File: config.mk
export PLATFORM = sky130hd
export DESIGN_NAME = bun_ctrl
export DESIGN_NICKNAME = d
export VERILOG_FILES = /design/src/hdl/bun_pkg.sv /design/src/hdl/bun_ctrl.sv
export SDC_FILE = /design/constraint.sdc
export NUM_CORES = 1
export LEC_CHECK = 0
export ABC_AREA = 1
export BUFFER_PORTS_ARGS = -buffer_cell sky130_fd_sc_hd__buf_2
export CAP_MARGIN = 20
export CORE_MARGIN = 5
export CORE_UTILIZATION = 53
export DETAILED_ROUTE_END_ITERATION = 7
export PLACE_DENSITY = 0.86
export SLEW_MARGIN = 20
export SYNTH_ARGS = -nofsm -noshare
export SYNTH_HDL_FRONTEND = slang
export SYNTH_SLANG_ARGS = --single-unit
File: constraint.sdc
create_clock -name i_clk -period 6.15 [get_ports i_clk]
set_input_delay 0.9225 -clock i_clk [delete_from_list [all_inputs] [get_ports i_clk]]
set_output_delay 0.9225 -clock i_clk [all_outputs]
set_load 0.1 [all_outputs]
File: src/hdl/bun_pkg.sv
// Shared types, codes and constants for the box-union novelty table.
package bun_pkg;

    // Default parameter values
    localparam int DEF_MAX_DIMS   = 4;
    localparam int DEF_CAPACITY   = 64;
    localparam int DEF_COORD_BITS = 16;

    // Fixed field widths of the ports
    localparam int NUM_COORDS     = 4;
    localparam int LANE_BITS      = 16;
    localparam int PACKED_BITS    = NUM_COORDS * LANE_BITS;
    localparam int DIMS_BITS      = 3;
    localparam int NUM_BOXES_BITS = 7;
    localparam int NOVEL_CNT_BITS = 32;
    localparam int CFG_IDX_BITS   = 3;
    localparam int CFG_DATA_BITS  = 64;

    // Configuration reset values
    localparam logic [DIMS_BITS-1:0]   DIMS_RESET  = DIMS_BITS'(4);
    localparam logic [LANE_BITS-1:0]   EPS_RESET   = '0;
    localparam logic [PACKED_BITS-1:0] DMIN_RESET  = '0;
    localparam logic [PACKED_BITS-1:0] DMAX_RESET  = '1;

    // Operation codes
    typedef enum logic [1:0] {
        OP_OBSERVE = 2'd0,
        OP_QUERY   = 2'd1,
        OP_CLEAR   = 2'd2
    } t_op;

    // Result status codes
    typedef enum logic [1:0] {
        STAT_OK    = 2'd0,
        STAT_RANGE = 2'd1,
        STAT_FULL  = 2'd2
    } t_status;

    // Configuration register indexes
    typedef enum logic [CFG_IDX_BITS-1:0] {
        CFG_DIMS = 3'd0,
        CFG_EPS  = 3'd1,
        CFG_DMIN = 3'd2,
        CFG_DMAX = 3'd3
    } t_cfg_idx;

    // Controller states
    typedef enum logic [1:0] {
        S_IDLE,
        S_CHECK,
        S_SCAN,
        S_DONE
    } t_state;

    // Input item
    typedef struct packed {
        logic [1:0]           op;
        logic [LANE_BITS-1:0] coord0;
        logic [LANE_BITS-1:0] coord1;
        logic [LANE_BITS-1:0] coord2;
        logic [LANE_BITS-1:0] coord3;
    } t_in_item;

    // Result item
    typedef struct packed {
        logic [1:0]                status;
        logic                      novel;
        logic [NUM_BOXES_BITS-1:0] num_boxes;
        logic [NOVEL_CNT_BITS-1:0] novel_count;
    } t_out_item;

    // Configuration registers as seen by the controller
    typedef struct packed {
        logic [DIMS_BITS-1:0]   dims;
        logic [LANE_BITS-1:0]   epsilon;
        logic [PACKED_BITS-1:0] dom_min;
        logic [PACKED_BITS-1:0] dom_max;
    } t_cfg;

endpackage

File: src/hdl/bun_ctrl.sv
// Controller: domain check, box scan over the store, append and counters.
module bun_ctrl #(
    parameter int MAX_DIMS   = 4,
    parameter int CAPACITY   = 64,
    parameter int COORD_BITS = 16
) (
    input  logic                          i_clk,
    input  logic                          i_rst_n,
    input  bun_pkg::t_cfg                 i_cfg,
    input  logic                          i_in_valid,
    output logic                          o_in_ready,
    input  bun_pkg::t_in_item             i_in,
    output logic                          o_res_valid,
    input  logic                          i_res_ready,
    output bun_pkg::t_out_item            o_res,
    output logic                          o_mem_wr_en,
    output logic [$clog2(CAPACITY)-1:0]   o_mem_wr_addr,
    output logic [2*MAX_DIMS*COORD_BITS-1:0] o_mem_wr_data,
    output logic                          o_mem_rd_en,
    output logic [$clog2(CAPACITY)-1:0]   o_mem_rd_addr,
    input  logic [2*MAX_DIMS*COORD_BITS-1:0] i_mem_rd_data
);
    import bun_pkg::*;

    localparam int AW    = $clog2(CAPACITY);
    localparam int CNT_W = $clog2(CAPACITY + 1);
    localparam int BOXW  = MAX_DIMS * COORD_BITS;

    typedef logic [MAX_DIMS-1:0][COORD_BITS-1:0] t_lanes;

    t_state r_state, n_state;

    logic [1:0]                r_op;
    t_lanes                    r_pt;
    t_lanes                    r_box_lo, r_box_hi;
    logic                      r_in_dom;
    logic                      r_hit, n_hit;
    logic                      r_pend, n_pend;
    logic [CNT_W-1:0]          r_idx, n_idx;
    logic [CNT_W-1:0]          r_count, n_count;
    logic [NOVEL_CNT_BITS-1:0] r_total, n_total;

    logic [NUM_COORDS-1:0][LANE_BITS-1:0] in_coords;
    logic [MAX_DIMS-1:0] lane_en;
    logic                in_dom;
    t_lanes              box_lo, box_hi;
    t_lanes              rd_lo, rd_hi;
    logic                hit_now;
    logic                more;
    logic                full;
    t_out_item           res;

    assign in_coords = {i_in.coord3, i_in.coord2, i_in.coord1, i_in.coord0};

    // Dimensions compared: dims of zero acts as one, above MAX_DIMS as all
    always_comb begin
        for (int i = 0; i < MAX_DIMS; i++) begin
            lane_en[i] = (i == 0) || (DIMS_BITS'(i) < i_cfg.dims);
        end
    end

    // Domain check and clipped box of the held point
    always_comb begin
        logic [COORD_BITS-1:0] eps;
        logic [COORD_BITS-1:0] mn, mx, lo;
        logic [COORD_BITS:0]   hi;
        eps    = i_cfg.epsilon[COORD_BITS-1:0];
        in_dom = 1'b1;
        for (int i = 0; i < MAX_DIMS; i++) begin
            mn = i_cfg.dom_min[LANE_BITS*i +: COORD_BITS];
            mx = i_cfg.dom_max[LANE_BITS*i +: COORD_BITS];
            if (lane_en[i] && ((r_pt[i] < mn) || (r_pt[i] > mx))) begin
                in_dom = 1'b0;
            end
            lo = (r_pt[i] >= eps) ? (r_pt[i] - eps) : '0;
            if (lo < mn) begin
                lo = mn;
            end
            hi = {1'b0, r_pt[i]} + {1'b0, eps};
            if (hi > {1'b0, mx}) begin
                hi = {1'b0, mx};
            end
            box_lo[i] = lo;
            box_hi[i] = hi[COORD_BITS-1:0];
        end
    end

    // Containment test of the box just read
    assign rd_lo = i_mem_rd_data[BOXW-1:0];
    assign rd_hi = i_mem_rd_data[2*BOXW-1:BOXW];

    always_comb begin
        logic in_box;
        in_box = 1'b1;
        for (int i = 0; i < MAX_DIMS; i++) begin
            if (lane_en[i] && ((r_pt[i] < rd_lo[i]) || (r_pt[i] > rd_hi[i]))) begin
                in_box = 1'b0;
            end
        end
        hit_now = r_pend && in_box;
    end

    assign more = (r_idx < r_count);
    assign full = (r_count >= CNT_W'(CAPACITY));

    // Point capture and box registers
    always_ff @(posedge i_clk) begin
        if (r_state == S_IDLE && i_in_valid) begin
            r_op <= i_in.op;
            for (int i = 0; i < MAX_DIMS; i++) begin
                r_pt[i] <= in_coords[i][COORD_BITS-1:0];
            end
        end
        if (r_state == S_CHECK) begin
            r_in_dom <= in_dom;
            r_box_lo <= box_lo;
            r_box_hi <= box_hi;
        end
    end

    // Control registers
    always_ff @(posedge i_clk) begin
        if (!i_rst_n) begin
            r_state <= S_IDLE;
            r_hit   <= 1'b0;
            r_pend  <= 1'b0;
            r_idx   <= '0;
            r_count <= '0;
            r_total <= '0;
        end else begin
            r_state <= n_state;
            r_hit   <= n_hit;
            r_pend  <= n_pend;
            r_idx   <= n_idx;
            r_count <= n_count;
            r_total <= n_total;
        end
    end

    // Next state, memory access and result
    always_comb begin
        n_state       = r_state;
        n_hit         = r_hit;
        n_pend        = r_pend;
        n_idx         = r_idx;
        n_count       = r_count;
        n_total       = r_total;
        o_mem_rd_en   = 1'b0;
        o_mem_rd_addr = r_idx[AW-1:0];
        o_mem_wr_en   = 1'b0;
        o_mem_wr_addr = r_count[AW-1:0];
        o_mem_wr_data = {r_box_hi, r_box_lo};
        o_res_valid   = 1'b0;
        res.status    = STAT_OK;
        res.novel     = 1'b0;
        res.num_boxes = NUM_BOXES_BITS'(r_count);
        res.novel_count = r_total;

        unique case (r_state)
            S_IDLE: begin
                if (i_in_valid) begin
                    n_state = S_CHECK;
                end
            end
            S_CHECK: begin
                n_hit  = 1'b0;
                n_pend = 1'b0;
                n_idx  = '0;
                if ((r_op == OP_OBSERVE || r_op == OP_QUERY) && in_dom
                        && (r_count != '0)) begin
                    n_state = S_SCAN;
                end else begin
                    n_state = S_DONE;
                end
            end
            S_SCAN: begin
                // one read issued per cycle, compared in the cycle after
                if (hit_now) begin
                    n_hit   = 1'b1;
                    n_pend  = 1'b0;
                    n_state = S_DONE;
                end else if (more) begin
                    o_mem_rd_en = 1'b1;
                    n_idx       = r_idx + 1'b1;
                    n_pend      = 1'b1;
                end else begin
                    n_pend  = 1'b0;
                    n_state = S_DONE;
                end
            end
            S_DONE: begin
                o_res_valid = 1'b1;
                priority if (r_op == OP_CLEAR) begin
                    n_count = '0;
                    n_total = '0;
                end else if (r_op == OP_OBSERVE) begin
                    if (!r_in_dom) begin
                        res.status = STAT_RANGE;
                    end else if (full) begin
                        res.status = STAT_FULL;
                    end else begin
                        res.novel = !r_hit;
                        n_count   = r_count + 1'b1;
                        if (!r_hit && (r_total != '1)) begin
                            n_total = r_total + 1'b1;
                        end
                    end
                end else if (r_op == OP_QUERY) begin
                    if (!r_in_dom) begin
                        res.status = STAT_RANGE;
                    end else begin
                        res.novel = !r_hit;
                    end
                end else begin
                    res.status = STAT_OK;
                end
                res.num_boxes   = NUM_BOXES_BITS'(n_count);
                res.novel_count = n_total;
                if (i_res_ready) begin
                    o_mem_wr_en = (r_op == OP_OBSERVE) && r_in_dom && !full;
                    n_state     = S_IDLE;
                end else begin
                    n_count = r_count;
                    n_total = r_total;
                end
            end
            default: begin
                n_state = S_IDLE;
            end
        endcase
    end

    assign o_in_ready = (r_state == S_IDLE);
    assign o_res      = res;

endmodule

==> results.txt <==
The run finished with clean final reports. During I/O placement, the number of pins put on the boundary was 531. STA classifies the critical path startpoint as a flip-flop. The number of nets in the layout is 5138. The number of antenna violations at the first check in global routing is 16. In this run the number of H-tree levels came out at 1. The area of the core is 51400 um^2. The minimum period implied by the final worst setup slack is 4.88 ns. The post-detailed-routing wire length is 97.3 mm. The combined area of all synthesized cells came out at 27500 um^2. On the final layout, the worst clock skew is 0.0100 ns. For this run, the share of the core covered by cells in the final layout is 0.613.

For this run, the number of Yosys warnings is 0. The maximum net fanout on the critical path is 28. For met1 alone, demand over resource in global routing was 0.418. The clock network latency to the later pin of the worst-skew pair is 0.59 ns. The sum of internal, switching and leakage power came out at 12.3 mW. The stage delay of the slowest cell on the critical path is 1.10 ns. The type of element capturing the critical path is an output pin. The worst-case IR drop observed on VDD is 0.000399 V.

The portion of the clock cycle consumed by the worst path in the final layout came out at 0.793. The initial standard-cell utilization of the core came out at 0.536. The summed area of non-filler cells in the final layout came out at 31500 um^2.

The final sum of negative setup slack came out at 0 ns. The post-CTS resize count is 0. The height of the die came out at 238 um. The worst min-delay path category is reg2reg.

Data on the critical path is required at its endpoint by 5.23 ns. The async set-reset flop share out of synthesis came out at 0. No sink is reached through more buffers than the 3 on the longest clock path. The max-slew violation count came out at 0. Setup repair after global routing left no endpoint under its margin. The post-detailed-route DRC marker count came out at 0. Traced cell by cell, the critical path runs through nor2_1 > clkinv_1 > nand3_1 > o21ai_0 > buf_2. The reported leakage power is 16.7 nW.

For this run, the register share of the synthesized area comes to 0.249. The routed wire length per instance is 19.5 um. The met3 track utilization from global routing is 0.0554. The total of fill cells in the finished design came out at 4664. The combined global-route utilization of all metal layers is 0.324. The critical path is of the reg2out type. The number of setup buffers added after CTS came out at 0.

The number of synthesized register bits is 245. The global route total overflow came out at 0. The highest clock frequency the design can meet is 0.205 GHz. The routability congestion estimate is 1.02. Of the post-synthesis cell area, the part taken by muxes is 0. Across all layers, the routed design uses 28.3k vias.

The count of nets left with antenna violations once routing finished came out at 0. The number of distinct library cells after synthesis is 55. The die is 238 um wide.

In the synthesized netlist the dominant register cell turns out to be sky130_fd_sc_hd__edfxtp_1. The wire length of the first global-routing pass is 146 mm. The standard-cell row count is 83. The global-route met2 utilization is 0.544. The ratio of cells with drive above 1 in the final layout is 0.154. Before antenna repair, the detailed router went through 6 iterations.

The number of I/O port buffers is 530. The placed instance area came out at 30600 um^2. The slowest stage of the critical path belongs to the cell sky130_fd_sc_hd__clkinv_1. The sequential cell area is 6860 um^2.

The post-synthesis instance total is 3805. The synthesized-area fraction occupied by xor and xnor cells came out at 0.0235. The placed wire-length estimate after detailed placement came out at 78.0 mm. The CTS clock-pin slew for the worst setup and hold paths came out at 0.07 ns. The final count of hold timing violations was 0. The total CTS buffers came out at 29.

In this run the most used layer during global routing was met2. The actual transition at the worst max-transition pin is 1.11 ns. The maximum number of pins on one net before global-route repair came out at 77. Max-cap violations in this run came to 0. TritonCTS built the clock tree.

Clock tree synthesis selected as its root buffer the cell sky130_fd_sc_hd__clkbuf_16. The per-instance average area after synthesis came out at 7.23 um^2. The fraction of the mapped netlist area in simple logic gates came out at 0.248. The number of hold-repair buffers added at the cts stage came out at 0.

The first routing iteration left 2528 violations. By area, the combinational part of the netlist is dominated by simple AND/OR/NAND/NOR gates. The tightest slew margin relative to the limit came out at 0.254.

The arrival time at the worst endpoint is 3.96 ns. Power spread over the standard cell area amounts to 391 nW/um^2. Counting flops with a built-in enable in the synthesized netlist gives 195. The net count after synthesis is 4672.

The number of setup violations in the final report came out at 0. The post-synthesis to final-layout area growth is 14.5%. The adder and majority gate portion of the synthesized area came out at 0.239. The via count of the first global-routing pass is 26.8k. The area enclosed by the die boundary is 56600 um^2.

In the routed layout, each cell is associated on average with a via count of 5.67. The clock net in this run drives a total of 245 sinks. The area of combinational cells with multiple inputs came out at 17800 um^2. The share of the synthesized area in compound gates (AO/OA/AOI/OAI) came to 0.136.
-- cells in the final DEF (no fill, tap or decap), types with 14 or more instances in the layout --
cell | synthesis | routed
sky130_fd_sc_hd__o21a_1 | 14 | 14
sky130_fd_sc_hd__clkbuf_16 | 0 | 30
sky130_fd_sc_hd__dfxtp_1 | 50 | 50
sky130_fd_sc_hd__nand4_1 | 102 | 102
sky130_fd_sc_hd__nor2_1 | 234 | 234
sky130_fd_sc_hd__a211oi_1 | 14 | 14
sky130_fd_sc_hd__inv_1 | 594 | 592
sky130_fd_sc_hd__edfxtp_1 | 195 | 195
sky130_fd_sc_hd__xor2_1 | 71 | 71
sky130_fd_sc_hd__nor4_1 | 17 | 17
sky130_fd_sc_hd__ha_1 | 514 | 513
sky130_fd_sc_hd__nand2_1 | 847 | 847
sky130_fd_sc_hd__buf_2 | 28 | 530
sky130_fd_sc_hd__o21ai_1 | 15 | 15
sky130_fd_sc_hd__o21bai_1 | 17 | 17
sky130_fd_sc_hd__o21ai_0 | 201 | 201
sky130_fd_sc_hd__nor3_1 | 51 | 51
sky130_fd_sc_hd__nand3_1 | 261 | 261
sky130_fd_sc_hd__a21oi_1 | 354 | 354
-- cell type report --
| cell class | instances | share of cell area |
|---|---|---|
| Clock buffer | 37 | 0.0259 |
| Tap cell | 680 | 0.0270 |
| Multi-Input combinational cell | 2848 | 0.566 |
| Sequential cell | 245 | 0.218 |
| Inverter | 606 | 0.0722 |
| Antenna cell | 8 | 0.000635 |
| Clock inverter | 16 | 0.00425 |
| Timing Repair Buffer | 541 | 0.0868 |
-- synth_stat cells, types with 12 or more instances --
| cell type | n | share of area |
|---|---|---|
| sky130_fd_sc_hd__nand2_1 | 847 | 0.12 |
| sky130_fd_sc_hd__inv_1 | 594 | 0.081 |
| sky130_fd_sc_hd__ha_1 | 514 | 0.23 |
| sky130_fd_sc_hd__a21oi_1 | 354 | 0.064 |
| sky130_fd_sc_hd__nand3_1 | 261 | 0.047 |
| sky130_fd_sc_hd__nor2_1 | 234 | 0.032 |
| sky130_fd_sc_hd__o21ai_0 | 201 | 0.037 |
| sky130_fd_sc_hd__edfxtp_1 | 195 | 0.21 |
| sky130_fd_sc_hd__nand4_1 | 102 | 0.023 |
| sky130_fd_sc_hd__xor2_1 | 71 | 0.023 |
| sky130_fd_sc_hd__nor3_1 | 51 | 0.0093 |
| sky130_fd_sc_hd__dfxtp_1 | 50 | 0.036 |
| sky130_fd_sc_hd__clkbuf_1 | 39 | 0.0053 |
| sky130_fd_sc_hd__buf_2 | 28 | 0.0051 |
| sky130_fd_sc_hd__buf_4 | 27 | 0.0074 |
| sky130_fd_sc_hd__nor4_1 | 17 | 0.0039 |
| sky130_fd_sc_hd__o21bai_1 | 17 | 0.0046 |
| sky130_fd_sc_hd__o21ai_1 | 15 | 0.0027 |
| sky130_fd_sc_hd__a211oi_1 | 14 | 0.0038 |
| sky130_fd_sc_hd__o21a_1 | 14 | 0.0038 |
| sky130_fd_sc_hd__a21boi_0 | 13 | 0.0035 |
| sky130_fd_sc_hd__nand2_2 | 12 | 0.0027 |
-- cell families (layout without fill, tap and decap cells) --
family / Yosys count / in the layout
DFF: 245 / 245
adders and majority gates: 522 / 522
other: 0 / 8
xor gates and xnor gates: 74 / 74
and+or+nand+nor: 1569 / 1569
buffers and inverters: 712 / 1200
AOI/OAI and AO/OA: 683 / 683
-- routing by layer --
layer / vias to the layer above / wire length, um
met4: 12 / 4410
met3: 266 / 9060
met5: - / 82
li1: 13778 / -
met2: 1399 / 44800
met1: 12811 / 39000
-- state kept, by name, summed over array words and instances (netlist names) --
| name | count |
|---|---|
| r_pt | 64 |
| r_count | 7 |
| r_in_dom | 1 |
| r_hit | 1 |
| r_op | 2 |
| r_idx | 7 |
| r_state | 2 |
| o_mem_wr_data | 128 |
| r_total | 32 |
| r_pend | 1 |
-- power breakdown --
| part | total, mW | internal [mW] | switching (mW) |
|---|---|---|---|
| sequential | 2.90 | 2.47 | 0.426 |
| clock | 1.77 | 0.986 | 0.782 |
| combinational | 7.67 | 1.83 | 5.84 |
-- final timing paths --
kind / depth (start not counted) / to / slack, ns / from
max: 5 / o_res[34] / 1.27 / r_op[0]
min: 2 / r_pend / 0.48 / r_pend
max reg2reg: 17 / o_mem_wr_data[36] / 1.49 / r_pt[34]
min reg2reg: 2 / r_pend / 0.48 / r_pend
-- critical path, delay by kind of cell (launching register included) --
kind,cells,cell delay [ns]
compound gates,1,0.21
buf+inv,2,1.48
flops,1,0.41
simple gates,2,1.26
-- through the flow --
| step | instances | setup slack [ns] | hold WS, ns |
|---|---|---|---|
| 2_1_floorplan | 3805 | 0.660 | 0.444 |
| 3_3_place_gp | 4920 | 0.958 | 0.454 |
| 3_5_place_dp | 4920 | 0.842 | 0.467 |
| 4_1_cts | 4973 | 1.44 | 0.477 |
| 5_1_grt | 4976 | 0.933 | 0.491 |
| 6_report | 4981 | 1.27 | 0.479 |
Note: power is estimated with default switching activity, not from simulation.
